==> src/design/multi_channel_period_capture_top_defines.svh <==
// ---------------------------------------------------------------------------
// multi_channel_period_capture_top_defines.svh
// Assertion macros shared by the period capture block.
// ---------------------------------------------------------------------------
`ifndef MULTI_CHANNEL_PERIOD_CAPTURE_TOP_DEFINES_SVH
`define MULTI_CHANNEL_PERIOD_CAPTURE_TOP_DEFINES_SVH

// Check a property on every clock edge outside reset
`define MCPC_CHECK(name, prop, msg) \
  name: assert property (@(posedge clk) disable iff (!rst_n) (prop)) else $error(msg);

// Check that a condition in one cycle implies another in the next cycle
`define MCPC_CHECK_NEXT(name, ante, cons, msg) \
  name: assert property (@(posedge clk) disable iff (!rst_n) (ante) |=> (cons)) else $error(msg);

`endif

==> src/design/mcpc_pkg.sv <==
// ---------------------------------------------------------------------------
// mcpc_pkg
// Types and constants of the multi-channel period capture block.
// ---------------------------------------------------------------------------
package mcpc_pkg;

  // Timer and field widths
  localparam int TIMER_BITS = 16;
  localparam int NUM_CH     = 3;
  localparam int CH_W       = 2;
  localparam int LIM_W      = 16;
  localparam int WRAP_W     = 16;
  localparam int TS_W       = 32;
  localparam int PER_W      = 32;
  localparam int CFG_IDX_W  = 2;
  localparam int CFG_DATA_W = 16;

  // Timer value mask and the first-quarter window for a pending overflow
  localparam logic [63:0] TIMER_MASK  = (64'd1 << TIMER_BITS) - 64'd1;
  localparam logic [63:0] TIMER_QUART = 64'd1 << (TIMER_BITS - 2);

  localparam logic [LIM_W-1:0] LIMIT_RESET = 16'd16;

  // Queue depths (two entries each)
  localparam int QUEUE_DEPTH = 2;
  localparam int QUEUE_AW    = 1;
  localparam int QUEUE_CW    = 2;

  // Opcodes
  localparam logic OP_TICK    = 1'b0;
  localparam logic OP_CAPTURE = 1'b1;

  // Channel codes
  localparam logic [CH_W-1:0] CH_RPM     = 2'd0;
  localparam logic [CH_W-1:0] CH_SPEED   = 2'd1;
  localparam logic [CH_W-1:0] CH_AIRFLOW = 2'd2;
  localparam logic [CH_W-1:0] CH_UNUSED  = 2'd3;

  // Configuration register indexes
  localparam logic [CFG_IDX_W-1:0] REG_RPM_TIMEOUT     = 2'd0;
  localparam logic [CFG_IDX_W-1:0] REG_SPEED_TIMEOUT   = 2'd1;
  localparam logic [CFG_IDX_W-1:0] REG_AIRFLOW_TIMEOUT = 2'd2;

  typedef struct packed {
    logic                opcode;
    logic [CH_W-1:0]     channel;
    logic [15:0]         capture_value;
    logic                overflow_pending;
  } in_item_t;

  typedef struct packed {
    logic [PER_W-1:0] rpm_period;
    logic [PER_W-1:0] speed_period;
    logic [PER_W-1:0] airflow_period;
  } out_item_t;

  typedef enum logic [1:0] {
    CMD_NOP,
    CMD_TICK,
    CMD_CAPTURE
  } cmd_kind_t;

  // Classified item handed from the front end to the back end
  typedef struct packed {
    cmd_kind_t       kind;
    logic [CH_W-1:0] ch;
    logic [TS_W-1:0] ts;
  } cmd_t;

  // Back-end handshake status, watched at the top level
  typedef struct packed {
    logic cmd_pop;
    logic res_push;
    logic res_full;
  } back_status_t;

endpackage

==> src/design/mcpc_front.sv <==
// ---------------------------------------------------------------------------
// mcpc_front
// Accepts items, tracks the wrap counter and builds 32-bit timestamps.
// ---------------------------------------------------------------------------
module mcpc_front (
  input  logic              clk,
  input  logic              rst_n,
  input  mcpc_pkg::in_item_t in_item,
  input  logic              in_push,
  output logic              in_full,
  input  logic              q_full,
  output logic              cmd_push,
  output mcpc_pkg::cmd_t    cmd
);
  import mcpc_pkg::*;

  logic [WRAP_W-1:0] wrap_r;
  logic [WRAP_W-1:0] wrap_nxt;
  logic [63:0]       cap_m;
  logic              bump;
  logic [63:0]       wrap_eff;

  // Stall the input side while the command queue is full
  assign in_full  = q_full;
  assign cmd_push = in_push & ~q_full;

  // Extend the capture with the wrap count, adding one wrap for a pending overflow
  always_comb begin
    cap_m    = 64'(in_item.capture_value) & TIMER_MASK;
    bump     = (cap_m < TIMER_QUART) && in_item.overflow_pending;
    wrap_eff = 64'(wrap_r) + 64'(bump);
    cmd.ts   = TS_W'((wrap_eff << TIMER_BITS) | cap_m);
    cmd.ch   = in_item.channel;
    // Classify the item
    unique case (in_item.opcode)
      OP_TICK:    cmd.kind = CMD_TICK;
      OP_CAPTURE: cmd.kind = (in_item.channel == CH_UNUSED) ? CMD_NOP : CMD_CAPTURE;
      default:    cmd.kind = CMD_NOP;
    endcase
  end

  // Advance the wrap counter on every accepted tick
  always_comb begin
    wrap_nxt = wrap_r;
    if (cmd_push && (in_item.opcode == OP_TICK)) begin
      wrap_nxt = WRAP_W'(wrap_r + 16'd1);
    end
  end

  always_ff @(posedge clk) begin
    if (!rst_n) begin
      wrap_r <= '0;
    end else begin
      wrap_r <= wrap_nxt;
    end
  end

endmodule

==> src/design/mcpc_cmd_queue.sv <==
// ---------------------------------------------------------------------------
// mcpc_cmd_queue
// Two-entry queue of classified commands between front and back end.
// ---------------------------------------------------------------------------
module mcpc_cmd_queue (
  input  logic           clk,
  input  logic           rst_n,
  input  logic           push,
  input  mcpc_pkg::cmd_t push_data,
  output logic           full,
  input  logic           pop,
  output mcpc_pkg::cmd_t pop_data,
  output logic           empty
);
  import mcpc_pkg::*;

  cmd_t                mem_r [QUEUE_DEPTH];
  logic [QUEUE_AW-1:0] wr_ptr_r;
  logic [QUEUE_AW-1:0] rd_ptr_r;
  logic [QUEUE_CW-1:0] count_r;
  logic                do_push;
  logic                do_pop;

  assign full     = (count_r == QUEUE_CW'(QUEUE_DEPTH));
  assign empty    = (count_r == '0);
  assign do_push  = push & ~full;
  assign do_pop   = pop & ~empty;
  assign pop_data = mem_r[rd_ptr_r];

  // Hold entries; write at the tail
  always_ff @(posedge clk) begin
    if (do_push) begin
      mem_r[wr_ptr_r] <= push_data;
    end
  end

  // Advance pointers and occupancy
  always_ff @(posedge clk) begin
    if (!rst_n) begin
      wr_ptr_r <= '0;
      rd_ptr_r <= '0;
      count_r  <= '0;
    end else begin
      if (do_push) begin
        wr_ptr_r <= QUEUE_AW'(wr_ptr_r + 1'b1);
      end
      if (do_pop) begin
        rd_ptr_r <= QUEUE_AW'(rd_ptr_r + 1'b1);
      end
      count_r <= QUEUE_CW'(count_r + QUEUE_CW'(do_push) - QUEUE_CW'(do_pop));
    end
  end

endmodule

==> src/design/mcpc_back.sv <==
// ---------------------------------------------------------------------------
// mcpc_back
// Updates per-channel period state and queues one result per command.
// ---------------------------------------------------------------------------
module mcpc_back (
  input  logic                                clk,
  input  logic                                rst_n,
  input  logic                                cfg_we,
  input  logic [mcpc_pkg::CFG_IDX_W-1:0]      cfg_addr,
  input  logic [mcpc_pkg::CFG_DATA_W-1:0]     cfg_wdata,
  input  mcpc_pkg::cmd_t                      cmd,
  input  logic                                cmd_empty,
  output logic                                cmd_pop,
  output mcpc_pkg::out_item_t                 out_item,
  output logic                                out_empty,
  input  logic                                out_pop,
  output mcpc_pkg::back_status_t              status
);
  import mcpc_pkg::*;

  logic [LIM_W-1:0]  lim_r   [NUM_CH];
  logic [LIM_W-1:0]  idle_r  [NUM_CH];
  logic [LIM_W-1:0]  idle_nxt[NUM_CH];
  logic [TS_W-1:0]   last_r  [NUM_CH];
  logic [TS_W-1:0]   last_nxt[NUM_CH];
  logic              wait_r  [NUM_CH];
  logic              wait_nxt[NUM_CH];
  logic [PER_W-1:0]  per_r   [NUM_CH];
  logic [PER_W-1:0]  per_nxt [NUM_CH];
  logic [LIM_W-1:0]  idle_inc[NUM_CH];

  out_item_t           res_mem_r [QUEUE_DEPTH];
  out_item_t           res_new;
  logic [QUEUE_AW-1:0] res_wr_r;
  logic [QUEUE_AW-1:0] res_rd_r;
  logic [QUEUE_CW-1:0] res_cnt_r;
  logic                res_full;
  logic                res_pop;

  assign res_full  = (res_cnt_r == QUEUE_CW'(QUEUE_DEPTH));
  assign out_empty = (res_cnt_r == '0);
  assign res_pop   = out_pop & ~out_empty;
  assign out_item  = res_mem_r[res_rd_r];

  // Take a command whenever the result queue has room
  assign cmd_pop = ~cmd_empty & ~res_full;

  assign status.cmd_pop  = cmd_pop;
  assign status.res_push = cmd_pop;
  assign status.res_full = res_full;

  // Per-channel update for a tick or a capture
  always_comb begin
    for (int c = 0; c < NUM_CH; c++) begin
      idle_nxt[c] = idle_r[c];
      last_nxt[c] = last_r[c];
      wait_nxt[c] = wait_r[c];
      per_nxt[c]  = per_r[c];
      idle_inc[c] = (idle_r[c] < lim_r[c]) ? LIM_W'(idle_r[c] + 16'd1) : idle_r[c];
      if (cmd_pop) begin
        case (cmd.kind)
          CMD_TICK: begin
            idle_nxt[c] = idle_inc[c];
            if (idle_inc[c] >= lim_r[c]) begin
              per_nxt[c]  = '0;
              last_nxt[c] = '0;
              wait_nxt[c] = 1'b1;
            end
          end
          CMD_CAPTURE: begin
            if (cmd.ch == CH_W'(c)) begin
              if (wait_r[c]) begin
                wait_nxt[c] = 1'b0;
              end else begin
                per_nxt[c] = PER_W'(cmd.ts - last_r[c]);
              end
              last_nxt[c] = cmd.ts;
              idle_nxt[c] = '0;
            end
          end
          default: ;
        endcase
      end
    end
  end

  // Result holds all three periods after the update
  always_comb begin
    res_new.rpm_period     = per_nxt[CH_RPM];
    res_new.speed_period   = per_nxt[CH_SPEED];
    res_new.airflow_period = per_nxt[CH_AIRFLOW];
  end

  // Channel state
  always_ff @(posedge clk) begin
    if (!rst_n) begin
      for (int c = 0; c < NUM_CH; c++) begin
        idle_r[c] <= '0;
        last_r[c] <= '0;
        wait_r[c] <= 1'b1;
        per_r[c]  <= '0;
      end
    end else begin
      for (int c = 0; c < NUM_CH; c++) begin
        idle_r[c] <= idle_nxt[c];
        last_r[c] <= last_nxt[c];
        wait_r[c] <= wait_nxt[c];
        per_r[c]  <= per_nxt[c];
      end
    end
  end

  // Timeout limit registers
  always_ff @(posedge clk) begin
    if (!rst_n) begin
      for (int c = 0; c < NUM_CH; c++) begin
        lim_r[c] <= LIMIT_RESET;
      end
    end else if (cfg_we) begin
      unique case (cfg_addr)
        REG_RPM_TIMEOUT:     lim_r[CH_RPM]     <= cfg_wdata;
        REG_SPEED_TIMEOUT:   lim_r[CH_SPEED]   <= cfg_wdata;
        REG_AIRFLOW_TIMEOUT: lim_r[CH_AIRFLOW] <= cfg_wdata;
        default: ;
      endcase
    end
  end

  // Result queue storage
  always_ff @(posedge clk) begin
    if (cmd_pop) begin
      res_mem_r[res_wr_r] <= res_new;
    end
  end

  // Result queue pointers and occupancy
  always_ff @(posedge clk) begin
    if (!rst_n) begin
      res_wr_r  <= '0;
      res_rd_r  <= '0;
      res_cnt_r <= '0;
    end else begin
      if (cmd_pop) begin
        res_wr_r <= QUEUE_AW'(res_wr_r + 1'b1);
      end
      if (res_pop) begin
        res_rd_r <= QUEUE_AW'(res_rd_r + 1'b1);
      end
      res_cnt_r <= QUEUE_CW'(res_cnt_r + QUEUE_CW'(cmd_pop) - QUEUE_CW'(res_pop));
    end
  end

endmodule

==> src/design/multi_channel_period_capture_top.sv <==
// Throughput: one item per cycle while the result queue has room; an item is
// registered in the command queue, then the per-channel subtract and compare
// run once per cycle in the back end; two-entry queues decouple both sides.
// Reset: synchronous, active low; periods clear to zero, channels wait for a
// first edge, wrap counter clears and every timeout limit returns to 16.
// ---------------------------------------------------------------------------
// multi_channel_period_capture_top
// Three-channel input capture period measurement with timeouts.
// ---------------------------------------------------------------------------
`include "multi_channel_period_capture_top_defines.svh"

module multi_channel_period_capture_top (
  input  logic                             clk,
  input  logic                             rst_n,
  input  logic                             in_push,
  output logic                             in_full,
  input  mcpc_pkg::in_item_t               in_item,
  output logic                             out_empty,
  input  logic                             out_pop,
  output mcpc_pkg::out_item_t              out_item,
  input  logic                             cfg_we,
  input  logic [mcpc_pkg::CFG_IDX_W-1:0]   cfg_addr,
  input  logic [mcpc_pkg::CFG_DATA_W-1:0]  cfg_wdata
);
  import mcpc_pkg::*;

  cmd_t         front_cmd;
  cmd_t         q_cmd;
  logic         front_push;
  logic         q_full;
  logic         q_empty;
  logic         q_pop;
  back_status_t back_st;

  // Accept and classify
  mcpc_front u_front (
    .clk      (clk),
    .rst_n    (rst_n),
    .in_item  (in_item),
    .in_push  (in_push),
    .in_full  (in_full),
    .q_full   (q_full),
    .cmd_push (front_push),
    .cmd      (front_cmd)
  );

  // Decouple front and back
  mcpc_cmd_queue u_cmd_queue (
    .clk       (clk),
    .rst_n     (rst_n),
    .push      (front_push),
    .push_data (front_cmd),
    .full      (q_full),
    .pop       (q_pop),
    .pop_data  (q_cmd),
    .empty     (q_empty)
  );

  // Update periods and queue results
  mcpc_back u_back (
    .clk       (clk),
    .rst_n     (rst_n),
    .cfg_we    (cfg_we),
    .cfg_addr  (cfg_addr),
    .cfg_wdata (cfg_wdata),
    .cmd       (q_cmd),
    .cmd_empty (q_empty),
    .cmd_pop   (q_pop),
    .out_item  (out_item),
    .out_empty (out_empty),
    .out_pop   (out_pop),
    .status    (back_st)
  );

  // An accepted item is always waiting in the command queue in the next cycle
  `MCPC_CHECK_NEXT(a_push_lands, in_push && !in_full, !q_empty, "accepted item lost")
  // Every command taken by the back end yields exactly one result
  `MCPC_CHECK(a_one_result, back_st.res_push == back_st.cmd_pop, "result count mismatch")
  // The back end never stalls while it has work and room for a result
  `MCPC_CHECK(a_no_stall, (!q_empty && !back_st.res_full) == back_st.cmd_pop, "back end stalled")

endmodule
==> config.mk <==
export PLATFORM = sky130hd
export DESIGN_NAME = multi_channel_period_capture_top
export DESIGN_NICKNAME = d
export VERILOG_FILES = /design/src/design/mcpc_pkg.sv /design/src/design/mcpc_front.sv /design/src/design/mcpc_cmd_queue.sv /design/src/design/mcpc_back.sv /design/src/design/multi_channel_period_capture_top.sv
export VERILOG_INCLUDE_DIRS = /design/src /design/src/design
export SDC_FILE = /design/constraint.sdc
export NUM_CORES = 1
export LEC_CHECK = 0
export BUFFER_PORTS_ARGS = -buffer_cell sky130_fd_sc_hd__buf_2
export CAP_MARGIN = 20
export CORE_MARGIN = 2
export CORE_UTILIZATION = 51
export CTS_CLUSTER_SIZE = 28
export DETAILED_ROUTE_END_ITERATION = 8
export PLACE_DENSITY = 0.68
export REMOVE_ABC_BUFFERS = 1
export SLEW_MARGIN = 30
export SYNTH_ARGS = -nofsm -noshare
export SYNTH_HDL_FRONTEND = slang
export SYNTH_SLANG_ARGS = --single-unit
==> constraint.sdc <==
create_clock -name clk -period 5.85 [get_ports clk]
set_input_delay 0 -clock clk [delete_from_list [all_inputs] [get_ports clk]]
set_output_delay 0 -clock clk [all_outputs]
set_load 0.1 [all_outputs]
# ---- Yosys cells after proc, flatten, opt, wreduce, memory -nomap -nowiden
# Memories as Yosys holds them, arrays and structs flattened. A register that Yosys moved wholly into a read port is not among the register bits.
# Cells that the tools add are included.
dict set report op_classes {
  addsub 16
  magnitude_cmp 7
  n_eq_ne 9
  mux 90
  bitwise_logic 26
  reduce_logical 6
}
# op count
set op_table {}
lappend op_table {{32-bit 2-to-1 mux} 27}
lappend op_table {{32-bit one-hot mux with 2 select lines} 6}
lappend op_table {{16-bit 2-to-1 mux} 15}
lappend op_table {{16-bit one-hot mux with 2 select lines} 3}
lappend op_table {{32-bit subtractor} 3}
lappend op_table {{16-bit by 1-bit adder with 16-bit output (second input constant)} 4}
lappend op_table {{16-bit >= comparator} 3}
lappend op_table {{16-bit less-than comparator} 3}
lappend op_table {{1-bit 2-to-1 mux} 34}
lappend op_table {{32-bit by 16-bit bitwise OR with 32-bit output} 1}
lappend op_table {{16-bit by 1-bit adder with 16-bit output} 1}
lappend op_table {{16-bit by 15-bit less-than comparator with 1-bit output (second input constant)} 1}
lappend op_table {{1-bit bitwise OR} 15}
lappend op_table {{2-bit == test (second input constant)} 6}
lappend op_table {{2-bit logical NOT} 4}
lappend op_table {{2-bit by 1-bit == test with 1-bit output (second input constant)} 3}
lappend op_table {{1-bit one-hot mux with 2 select lines} 3}
lappend op_table {{1-bit AND} 5}
lappend op_table {{1-bit NOT} 5}
lappend op_table {{1-bit adder (second input constant)} 4}
lappend op_table {{2-bit by 1-bit adder with 2-bit output} 2}
lappend op_table {{2-bit one-hot mux with 2 select lines} 1}
lappend op_table {{2-bit by 1-bit subtractor with 2-bit output} 2}
lappend op_table {{1-bit logical AND} 2}
lappend op_table {{2-bit 2-to-1 mux} 1}
dict set report word_totals {
  register_bits 24
  mem_bits_rw 555
  word_cells 168
  mem_count 7
}
# memory depth word_bits rd rd_clocked_by_memory_dff wr line
set mem_list {}
lappend mem_list {u_back.res_mem_r 2 96 1 1 1 mcpc_back.sv:32} ;# out_item_t res_mem_r [QUEUE_DEPTH];
lappend mem_list {u_back.last_r 3 32 3 0 3 mcpc_back.sv:24} ;# logic [TS_W-1:0] last_r [NUM_CH];
lappend mem_list {u_back.per_r 3 32 3 0 3 mcpc_back.sv:28} ;# logic [PER_W-1:0] per_r [NUM_CH];
lappend mem_list {u_cmd_queue.mem_r 2 36 1 1 1 mcpc_cmd_queue.sv:17} ;# cmd_t mem_r [QUEUE_DEPTH];
lappend mem_list {u_back.idle_r 3 16 3 0 3 mcpc_back.sv:22} ;# logic [LIM_W-1:0] idle_r [NUM_CH];
lappend mem_list {u_back.lim_r 3 16 3 0 3 mcpc_back.sv:21} ;# logic [LIM_W-1:0] lim_r [NUM_CH];
lappend mem_list {{+1 memories} n/a n/a n/a n/a n/a n/a}

# ---- Longest topological paths before layout
# Gate-level depths: netlist of the first run.
# An unclocked memory read counts as a cell.
dict set report depth {
  word_depth 8
  ltp_mapped 22
  ltp_nobuf 20
}

# ---- Hierarchy
# Synthesis of the first run repeated with hierarchy kept, for this count alone.
dict set report hier_totals {
  cells_unflattened 2959
  area_unflattened_um2 30633.1
}
# module n_inst cells_per_inst area_per_inst_um2
set modules_own_cells {}
lappend modules_own_cells {mcpc_back 1 2678 26501.7}
lappend modules_own_cells {mcpc_cmd_queue 1 139 2985.4}
lappend modules_own_cells {mcpc_front 1 142 1146.1}

# ---- Least setup slack after synthesis of the first run
# No wires, ideal clock.
dict set report synth_path {
  path_type {reg-to-reg}
  start {register u_back.res_cnt_r[1]}
  end {memory u_back.res_mem_r[0][0] (netlist name) (enable)}
  arrival_time_ns 4.568
  required_ns 5.298
  slack_ns 0.730
  path_stages_with_launch 4
  path_cell_list {dfxtp_1 inv_1 o22ai_1 nor2_1}
}
dict set report synth_via {
  elab_chain_cells 5
}
# element line
set synth_rtl {}
lappend synth_rtl {{start, declared} mcpc_back.sv:36} ;# logic [QUEUE_CW-1:0] res_cnt_r;
lappend synth_rtl {{start signal, assigned} mcpc_back.sv:149} ;# res_cnt_r <= QUEUE_CW'(res_cnt_r + QUEUE_CW'(cmd_pop) - QUEUE_CW'(res_pop));
lappend synth_rtl {{2-bit == test} mcpc_back.sv:40} ;# assign res_full = (res_cnt_r == QUEUE_CW'(QUEUE_DEPTH));
lappend synth_rtl {{1-bit NOT} mcpc_back.sv:46} ;# assign cmd_pop = ~cmd_empty & ~res_full;
lappend synth_rtl {{1-bit AND} mcpc_back.sv:46}
lappend synth_rtl {{1-bit 2-to-1 mux} mcpc_back.sv:131} ;# if (cmd_pop) begin
lappend synth_rtl {{1-bit 2-to-1 mux (not written as such)} mcpc_back.sv:132} ;# res_mem_r[res_wr_r] <= res_new;
lappend synth_rtl {{end, declared} mcpc_back.sv:32}
# Every way passes these cells.

==> impl_metrics.tcl, run 1 <==
set metrics [dict create \
    status "finished, final reports clean" \
    critical_path_required_ns 6.28 \
    ys_ff_latch 581 \
    worstSetupPathType "flip-flop to flip-flop" \
    area_growth_pct 13.40 \
    rr_worst_depth 19 \
    synth.area.top_cells "edfxtp_1, dfxtp_1, ha_1, mux2_2, mux2i_1" \
    cts_tree "yes" \
    yosysUniqueCellTypes 74 \
    critPathLaunch "u_back.lim_r[0][9]$_DFFE_PP_" \
    via_per_inst 5.813 \
    finalWirelength_mm 77.47 \
    r2r_end "u_back.res_mem_r[0][94]$_DFFE_PP_" \
    ant_nets 0 \
    dieArea_sq_um 61360 \
    synthXorXnorAreaFrac 0.04569 \
    synthSimpleGateAreaFrac 0.1132 \
    synth_flop_cell "edfxtp_1" \
    rsz0062_at_grt "false" \
    vdd_ir_drop_max_mv 0.5495 \
    grt.overflow.total 0 \
    clk_pin_slew_ns 0.06 \
    cts_htree_levels 2 \
    worstPathArrival_ns 5.74 \
    wire_per_inst_um 20.18 \
    gp_congestion 0.9299 \
    cts_setup_buffers 0 \
    regToRegSetupSlack_ns 0.54 \
    cp_max_fo 32 \
    final.setup.tns_ns 0 \
    grt_max_degree 90 \
    crit_path_max_incr_delay_ns 0.71 \
    syn_inst 2851 \
    hold_viol 0 \
    postSynthAreaPerCell_sq_um 10.62 \
    std_cell_rows 89 \
    path_cells "inv_1, ha_1, a21o_1, a21o_1, a21o_1, a211o_1, a211o_1, a221oi_4, mux2_2, ha_1, a21o_1, a21oi_1, o21ai_0, a2111oi_0, o211ai_1, nand3_1, buf_12, a22oi_1, o21ai_0" \
    core_sq_um 58910 \
    async_reset_ff_frac 0 \
    synth-compound-area-share 0.1478 \
    die_h_um 247.7 \
    r2r-start "u_back.lim_r[0][9]$_DFFE_PP_" \
    end_kind "flip-flop" \
    p_leak_nw 13.73 \
    syn-cell-area_sq_um 30290 \
    min_path_cells 3 \
    yosys-top-cells-count "edfxtp_1, dfxtp_1, nor2_1" \
    maxSlewHeadroom 0.3681 \
    grt.total_usage 0.2487 \
    min_from "in_item[0]" \
    ys_seq_area_frac 0.4871 \
    drt_iter0_drc 1715 \
    ctsResizeCount 0 \
    finalSetupViolations 0 \
    maxCapViolCount 0 \
    drv_slew 0 \
    synth_top_family_by_area "compound AO/OA/AOI/OAI gates" \
    clockBufferDepth 3 \
    route.vias.total 22316 \
    synth_edf_count 312 \
    antenna_found_initial 0 \
    clkLatencyLatePin_ns 0.63 \
    fin_ws_ns 0.5383 \
    fin_skew_ns 0.02570 \
    hold-path-endpoint "u_cmd_queue.mem_r[0][16]$_DFFE_PP_" \
    cp_common_cell "a21o_1" \
    portBuffers 140 \
    fmax_ghz 0.1883 \
    timing.hold.ws_ns 0.09179 \
    drive_gt1_frac 0.1425 \
    grt_pass1_vias 21588 \
    start_util 0.5142 \
    dp_hpwl_mm 54.29 \
    worstMarginPinSlew_ns 0.9416 \
    boundaryPins 141 \
    diodes 0 \
    grt_first_pass_wirelength_mm 119.3 \
    synthAdderAreaFrac 0.08377 \
    clock_sinks 581 \
    yosysWarnings 0 \
    final.period_utilization 0.9080 \
    critPathLaunchType "flip-flop" \
    post-place-ws_ns 0.5311 \
    synth_mux_area_frac 0.08295 \
    dr.pass1.iters 6 \
    synth_most_common_cell "edfxtp_1" \
    p_per_area_nw_per_um2 507.5 \
    fin_crit_ns 5.312 \
    netlist.area_leader.share 0.3093 \
    nets 3258 \
    slowest_stage "a2111oi_0" \
    ctsHoldBuffers 40 \
    cts_inserted_buffers 61 \
    die-width_um 247.7 \
    drc 0 \
    min-delay-path-class "primary input to flip-flop" \
    synth_area_leader_cell "edfxtp_1" \
    cts_root_buf "clkbuf_16" \
]
-- worst max path at each step --
stage                     cells past startpoint  slack, ns                                end
after floorplan                              19       0.28  u_back.last_r[0][32]$_SDFFE_PN0P_
after detailed placement                     19       0.53  u_back.res_mem_r[0][94]$_DFFE_PP_
after global routing                         20       0.08     u_back.per_r[0][12]$_SDFF_PN0_
final                                        19       0.54  u_back.res_mem_r[0][94]$_DFFE_PP_
after global placement                       19       0.57  u_back.res_mem_r[0][94]$_DFFE_PP_
after CTS                                    19       0.51  u_back.res_mem_r[0][94]$_DFFE_PP_
-- stage by stage --
stage	cell area, sq um	instances	utilization	power (mW)
after floorplan	29810	2731	-	11.73
after global placement	31850	3682	0.5406	13.41
after detailed placement	31880	3683	0.5412	13.50
after CTS	34320	3838	0.5826	17.48
after global routing	34350	3839	0.5831	18.22
final	34350	3839	0.5831	17.43
-- layout by cell type (no fill, tap or decap), types with 18 or more instances in the layout --
master	Yosys	final
xnor2_1	99	99
and2_1	120	119
mux2i_1	107	107
and3_1	33	31
ha_1	198	197
nor2_1	219	213
nor2b_1	18	18
nor3_1	25	25
a21o_1	82	82
buf_4	1	36
nand4_1	29	29
dfxtp_1	269	267
nand2b_1	18	18
inv_1	190	189
a21oi_1	144	142
mux2_2	128	128
nand2_1	157	157
o21ai_0	119	117
a22o_1	103	103
nand3_1	49	48
a31oi_1	40	40
buf_2	16	140
clkbuf_16	0	62
dlygate4sd3_1	0	41
edfxtp_1	312	312
xor2_1	59	59
-- metal layers --
layer,up-vias,GRT usage,share of wire
li1,10691,-,-
met1,10892,0.3464,0.46
met2,616,0.4061,0.46
met3,117,0.02941,0.047
met4,0,0.07714,0.028
met5,-,0,0
-- worst max-delay path: cells and delay by family, from the launching register on --
kind	cells	cell delay [ns]
simple gates	1	0.20
flops	1	0.36
fa+ha+maj	2	0.52
buf+inv	2	0.34
compound gates	13	3.31
mux	1	0.38
-- power by group --
part / internal, mW / total [mW] / switching (mW)
Combinational: 2.18 / 8.23 / 6.05
Sequential: 5.02 / 5.26 / 0.246
Clock: 2.30 / 3.94 / 1.64
Total: 9.49 / 17.4 / 7.94
-- flip-flops by register name (all words and copies together) (netlist names), named ones only --
| signal | count |
|---|---|
| u_cmd_queue.rd_ptr_r | 1 |
| u_back.wait_r | 3 |
| u_back.res_mem_r | 192 |
| u_cmd_queue.wr_ptr_r | 1 |
| u_cmd_queue.mem_r | 72 |
| u_cmd_queue.count_r | 2 |
| u_back.res_rd_r | 1 |
| u_back.res_wr_r | 1 |
| u_back.last_r | 96 |
| u_back.idle_r | 48 |
| u_back.per_r | 96 |
| u_back.res_cnt_r | 2 |
| u_back.lim_r | 48 |
| u_front.wrap_r | 16 |
-- logic make-up after synthesis --
logic type,count (synthesis)
AND/OR/NAND/NOR,708
AO/OA/AOI/OAI,656
flip-flops,581
buffers and inverters,312
multiplexers,235
adder cells (fa/ha/maj),201
XOR/XNOR,158
-- layout make-up --
class,count,area (sq um)
clock buffers,83,1700
clock inverters,32,335.3
fillers,4932,24560
inverters,192,725.7
multi-input cells,1958,14410
flip-flops and latches,581,14760
well taps,773,967.2
repair buffers,220,1449
Power figures use the tool's default switching activity.
==> run 2, diff against run 1 <==
Clock period 5.85 ns to 6.1 ns, I/O delays scaled along.
==> run 2 against run 1 <==
Against the previous run:
- design area barely moved
- clock skew fell by 0.0043 ns
- via count fell by 1.0%
- setup slack improved by 0.036 ns
- register-to-register slack improved by 0.04 ns
- sequential share of layout area barely moved
- non-clock buffer count fell by 5
- largest cell class unchanged
==> impl_metrics.tcl, run 2 (same netlist as run 1, synthesis figures left out) <==
set metrics [dict create \
    status "finished, final reports clean" \
    clk_pin_slew_ns 0.06 \
    critical_path_required_ns 6.53 \
    via_per_inst 5.765 \
    ant_nets 0 \
    maxSlewHeadroom 0.3720 \
    worstSetupPathType "flip-flop to flip-flop" \
    route.vias.total 22093 \
    antenna_found_initial 1 \
    grt_pass1_vias 21802 \
    top_layer "met4" \
    core_sq_um 58910 \
    pwr-share-seq 0.300 \
    cts_inserted_buffers 60 \
    boundaryPins 141 \
    path_cells "ha_1, a21o_1, a21o_1, a21o_1, a211o_1, a211o_1, a22oi_1, nand3_1, nor2_1, xor2_1, ha_1, a21o_1, a21oi_1, nor2b_1, a2111oi_1, o211ai_1, nand3_1, buf_4, a22oi_1, o21ai_0" \
    met3WireLength_mm 3.957 \
    r2r-start "u_back.idle_r[0][9]$_SDFFE_PN0P_" \
    worstPathArrival_ns 5.96 \
    fmax_ghz 0.1810 \
    r2r_end "u_back.res_mem_r[1][94]$_DFFE_PP_" \
    die-width_um 247.7 \
    maxCapViolCount 0 \
    fin_ws_ns 0.5739 \
    area_growth_pct 13.31 \
    rsz0062_at_grt "false" \
    dr_wl_met2_mm 35.81 \
    final.period_utilization 0.9059 \
    fin_crit_ns 5.526 \
    mostFrequentLayoutCell "edfxtp_1" \
    drt_iter0_drc 1614 \
    nFillCells 4929 \
    timing.hold.ws_ns 0.01026 \
    met1Wirelength_mm 35.00 \
    gp_congestion 0.9080 \
    p_per_area_nw_per_um2 488.7 \
    final_cell_mix "edfxtp_1, dfxtp_1, nor2_1" \
    top_regs "u_back.res_mem_r: 192 flops, u_back.last_r: 96 flops, u_back.per_r: 96 flops" \
    p_leak_nw 13.72 \
    critPathLaunchType "flip-flop" \
    rr_worst_depth 20 \
    total_power_mw 16.77 \
    drc 0 \
    finalWirelength_mm 77.18 \
    grt_first_pass_wirelength_mm 119.7 \
    grt.overflow.total 0 \
    drive_gt1_frac 0.1406 \
    nets 3252 \
    dp.cells 3679 \
    std_cell_rows 89 \
    hold-path-endpoint "u_back.lim_r[0][36]$_DFFE_PP_" \
    clkLatencyLatePin_ns 0.63 \
    final.setup.tns_ns 0 \
    die_h_um 247.7 \
    cts_setup_buffers 0 \
    switching_power_mw 7.599 \
    portBuffers 140 \
    largest_register_ffs 192 \
    p_sw_frac 0.4531 \
    cts_root_buf "clkbuf_16" \
    min_path_cells 3 \
    dr.pass1.iters 7 \
    cp.buffers_inverters 1 \
    min-delay-path-class "primary input to flip-flop" \
    crit_path_max_incr_delay_ns 0.47 \
    grt_max_degree 73 \
    worstMarginPinSlew_ns 0.9420 \
    grt.total_usage 0.2495 \
    cts_htree_levels 2 \
    fin_skew_ns 0.02142 \
    critPathTopFamily "compound AO/OA/AOI/OAI gates" \
    regToRegSetupSlack_ns 0.57 \
    dieArea_sq_um 61360 \
    p_int_mw 9.172 \
    hold_viol 0 \
    final_cells 3832 \
    regMostFlops "u_back.res_mem_r" \
    cp_common_cell "a21o_1" \
    dp_hpwl_mm 54.12 \
    cts_tree "yes" \
    drv_slew 0 \
    vdd_ir_drop_max_mv 0.7184 \
    min_from "cfg_addr[1]" \
    clock_sinks 581 \
    end_kind "flip-flop" \
    slowest_stage "a2111oi_1" \
    start_util 0.5142 \
    clockBufferDepth 3 \
    comb_power_share 0.473 \
    finalSetupViolations 0 \
    post-place-ws_ns 0.4961 \
    diodes 0 \
    wire_per_inst_um 20.14 \
    power_frac_clock 0.227 \
    cp_max_fo 32 \
]
-- run 2: cell count changes in the layout (fill, tap and decap cells not counted), sizes merged --
cell,change
clkbuf,-5
buf,-3
bufinv,+3
clkinv,+3
dlygate4sd3,-2
inv,-2
clkinvlp,-1
-- run 2: how the worst max path moves through the flow --
stage | from | end | slack [ns] | cells past startpoint
after floorplan | u_back.lim_r[0][17]$_DFFE_PP_ | u_back.last_r[0][32]$_SDFFE_PN0P_ | 0.53 | 19
final | u_back.idle_r[0][9]$_SDFFE_PN0P_ | u_back.res_mem_r[1][94]$_DFFE_PP_ | 0.57 | 20
after global placement | u_back.lim_r[0][9]$_DFFE_PP_ | u_back.res_mem_r[0][94]$_DFFE_PP_ | 0.62 | 21
after global routing | u_back.idle_r[0][9]$_SDFFE_PN0P_ | u_back.res_mem_r[0][94]$_DFFE_PP_ | 0.04 | 20
after CTS | u_back.lim_r[0][9]$_DFFE_PP_ | u_back.res_mem_r[1][94]$_DFFE_PP_ | 0.45 | 21
after detailed placement | u_back.lim_r[0][9]$_DFFE_PP_ | u_back.res_mem_r[1][94]$_DFFE_PP_ | 0.50 | 21
-- run 2: timing repair --
item | CTS | global route
endpoints found under the hold margin | 159 | 0
hold buffers | 39 | 0
resized for setup | 0 | 1
endpoints found under the setup margin | 0 | 46
-- run 2: layer usage --
| metal | vias to the layer above | global-route usage |
|---|---|---|
| li1 | 10649 | - |
| met1 | 10700 | 0.3382 |
| met2 | 618 | 0.4123 |
| met3 | 126 | 0.03341 |
| met4 | 0 | 0.08418 |
| met5 | - | 0 |
-- run 2: stage by stage --
stage / instance area, sq um / utilization
floorplan: 29810 / -
global placement: 31780 / 0.5396
detailed placement: 31850 / 0.5406
CTS: 34280 / 0.5820
global route: 34320 / 0.5826
finish: 34320 / 0.5826
-- run 2: area by class of cell --
| type | instances | area, sq um | area share |
|---|---|---|---|
| inverter | 192 | 723.2 | 0.02107 |
| multi-input combinational | 1958 | 14410 | 0.4199 |
| tap | 773 | 967.2 | 0.02818 |
| clock inverter | 35 | 404.1 | 0.01177 |
| clock buffer | 78 | 1642 | 0.04783 |
| sequential | 581 | 14760 | 0.4300 |
| timing repair buffer | 215 | 1414 | 0.04119 |
-- run 2: worst reg2reg max path: cells and delay by family (launching register included) --
kind | cells | cell delay [ns]
XOR/XNOR | 1 | 0.19
buffers and inverters | 1 | 0.46
flip-flops | 1 | 0.42
AO/OA/AOI/OAI | 12 | 2.97
AND/OR/NAND/NOR | 4 | 0.78
adder cells (fa/ha/maj) | 2 | 0.55
-- run 2: power groups by stage --
stage | Combinational, mW | Clock (mW) | Sequential, mW
floorplan | 6.12 | 0 | 5.13
global placement | 7.75 | 0 | 5.10
detailed placement | 7.82 | 0 | 5.13
CTS | 7.87 | 3.87 | 5.05
global route | 8.41 | 4.02 | 5.09
finish | 7.93 | 3.81 | 5.04
==> run 3, diff against run 2 <==
Settings changed: RECOVER_POWER from default to 50.
==> run 3 against run 2 <==
Against the previous run:
- the run now ends with capacitance limit, slew limit left
- maximum frequency decreased by 1.1%
- count of clock-buffer cells in the layout stayed put
- via count rose by 0.15%
- global-route usage is the same
- critical path type unchanged
- largest cell class unchanged
- largest power group unchanged
==> impl_metrics.tcl, run 3 (same netlist as run 1, synthesis figures left out) <==
set metrics [dict create \
    cts_tree "yes" \
    clockBufferDepth 3 \
    drt_iter0_drc 1550 \
    r2r-start "u_back.idle_r[0][9]$_SDFFE_PN0P_" \
    grt_pass1_vias 21802 \
    dp.cells 3679 \
    area_growth_pct 12.84 \
    drc 0 \
    p_int_mw 9.132 \
    slowest_stage "a2111oi_1" \
    critPathTopFamily "compound AO/OA/AOI/OAI gates" \
    final.period_utilization 0.9161 \
    p_per_area_nw_per_um2 489.5 \
    grt.overflow.total 0 \
    clock_sinks 581 \
    final_cells 3832 \
    cts_htree_levels 2 \
    min_from "in_item[3]" \
    hold-path-endpoint "u_cmd_queue.mem_r[1][2]$_DFFE_PP_" \
    critical_path_required_ns 6.53 \
    clk_pin_slew_ns 0.06 \
    dieArea_sq_um 61360 \
    end_kind "flip-flop" \
    gp_congestion 0.9080 \
    core_sq_um 58910 \
    maxSlewHeadroom -1.361 \
    ant_nets 0 \
    p_leak_nw 13.50 \
    worstSetupPathType "flip-flop to flip-flop" \
    dr.pass1.iters 7 \
    finalSetupViolations 0 \
    fin_area_sq_um 34180 \
    clkLatencyLatePin_ns 0.63 \
    cts_inserted_buffers 60 \
    switching_power_mw 7.597 \
    regMostFlops "u_back.res_mem_r" \
    rr_worst_depth 20 \
    placedInstanceArea_sq_um 31850 \
    utilization 0.5802 \
    crit_path_max_incr_delay_ns 0.47 \
    cp_max_fo 32 \
    power_frac_clock 0.228 \
    total_power_mw 16.73 \
    pwr-share-seq 0.303 \
    largest_register_ffs 192 \
    timing.hold.ws_ns 0.08866 \
    cp.buffers_inverters 1 \
    fmax_ghz 0.1789 \
    post-place-ws_ns 0.4961 \
    mostFrequentLayoutCell "edfxtp_1" \
    nets 3252 \
    cp_common_cell "a21o_1" \
    grt.total_usage 0.2495 \
    hold_viol 0 \
    min_path_cells 2 \
    worstPathArrival_ns 6.02 \
    min-delay-path-class "primary input to flip-flop" \
    grt_max_degree 73 \
    worstMarginPinSlew_ns 3.542 \
    diodes 0 \
    route.vias.total 22127 \
    path_cells "ha_1, a21o_1, a21o_1, a21o_1, a211o_1, a211o_1, a22oi_1, nand3_1, nor2_1, xor2_1, ha_1, a21o_1, a21oi_1, nor2b_1, a2111oi_1, o211ai_1, nand3_1, buf_4, a22oi_1, o21ai_0" \
    finalWirelength_mm 77.26 \
    top_regs "u_back.res_mem_r: 192 flops, u_back.last_r: 96 flops, u_back.per_r: 96 flops" \
    cts_root_buf "clkbuf_16" \
    fin_ws_ns 0.5118 \
    fin_skew_ns 0.02009 \
    final_cell_mix "edfxtp_1, dfxtp_1, nor2_1" \
    maxCapViolCount 12 \
    fin_crit_ns 5.588 \
    die_h_um 247.7 \
    comb_power_share 0.469 \
    grt_first_pass_wirelength_mm 119.7 \
    rsz0062_at_grt "false" \
    p_sw_frac 0.4541 \
    dp_hpwl_mm 54.12 \
    portBuffers 140 \
    r2r_end "u_back.res_mem_r[1][94]$_DFFE_PP_" \
    status "finished, violations left" \
    final.setup.tns_ns 0 \
    boundaryPins 141 \
    violations "capacitance limit, slew limit" \
    drive_gt1_frac 0.1151 \
    vdd_ir_drop_max_mv 0.7201 \
    regToRegSetupSlack_ns 0.51 \
    die-width_um 247.7 \
    std_cell_rows 89 \
    start_util 0.5142 \
    antenna_found_initial 1 \
    via_per_inst 5.774 \
    critPathLaunchType "flip-flop" \
    wire_per_inst_um 20.16 \
    drv_slew 523 \
]
-- run 3: worst max path at each step --
| stage | start | to | slack (ns) | cells after the start |
|---|---|---|---|---|
| after detailed placement | u_back.lim_r[0][9]$_DFFE_PP_ | u_back.res_mem_r[1][94]$_DFFE_PP_ | 0.50 | 21 |
| after CTS | u_back.lim_r[0][9]$_DFFE_PP_ | u_back.res_mem_r[1][94]$_DFFE_PP_ | 0.45 | 21 |
| after global routing | u_back.idle_r[0][9]$_SDFFE_PN0P_ | u_back.res_mem_r[0][94]$_DFFE_PP_ | 0.04 | 20 |
| after floorplan | u_back.lim_r[0][17]$_DFFE_PP_ | u_back.last_r[0][32]$_SDFFE_PN0P_ | 0.53 | 19 |
| final | u_back.idle_r[0][9]$_SDFFE_PN0P_ | u_back.res_mem_r[1][94]$_DFFE_PP_ | 0.51 | 20 |
| after global placement | u_back.lim_r[0][9]$_DFFE_PP_ | u_back.res_mem_r[0][94]$_DFFE_PP_ | 0.62 | 21 |
-- run 3: what timing repair did --
action,4_1_cts,5_1_grt
buffers inserted,0,0
resized for setup,0,1
hold buffers,39,0
setup endpoints to repair,0,46
hold endpoints to repair,159,0
-- run 3: cell type report --
cell class,count,area [sq um]
fill,4983,24730
sequential,581,14760
multi-input combinational,1958,14390
clock buffer,78,1642
timing repair buffer,215,1297
tap,773,967.2
inverter,192,721.9
clock inverter,35,404.1
-- run 3: routing by layer --
metal,part of all wire,vias to the layer above,global-route usage
met2,0.46,644,0.4123
li1,-,10661,-
met4,0.032,0,0.08418
met5,0,-,0
met3,0.054,134,0.03341
met1,0.45,10688,0.3382
-- run 3: power by group through the flow --
stage / registers (mW) / logic [mW] / clock network [mW]
after CTS: 5.05 / 7.87 / 3.87
after floorplan: 5.13 / 6.12 / 0
after global placement: 5.10 / 7.75 / 0
final: 5.07 / 7.85 / 3.81
after global routing: 5.13 / 8.34 / 4.02
after detailed placement: 5.13 / 7.82 / 0
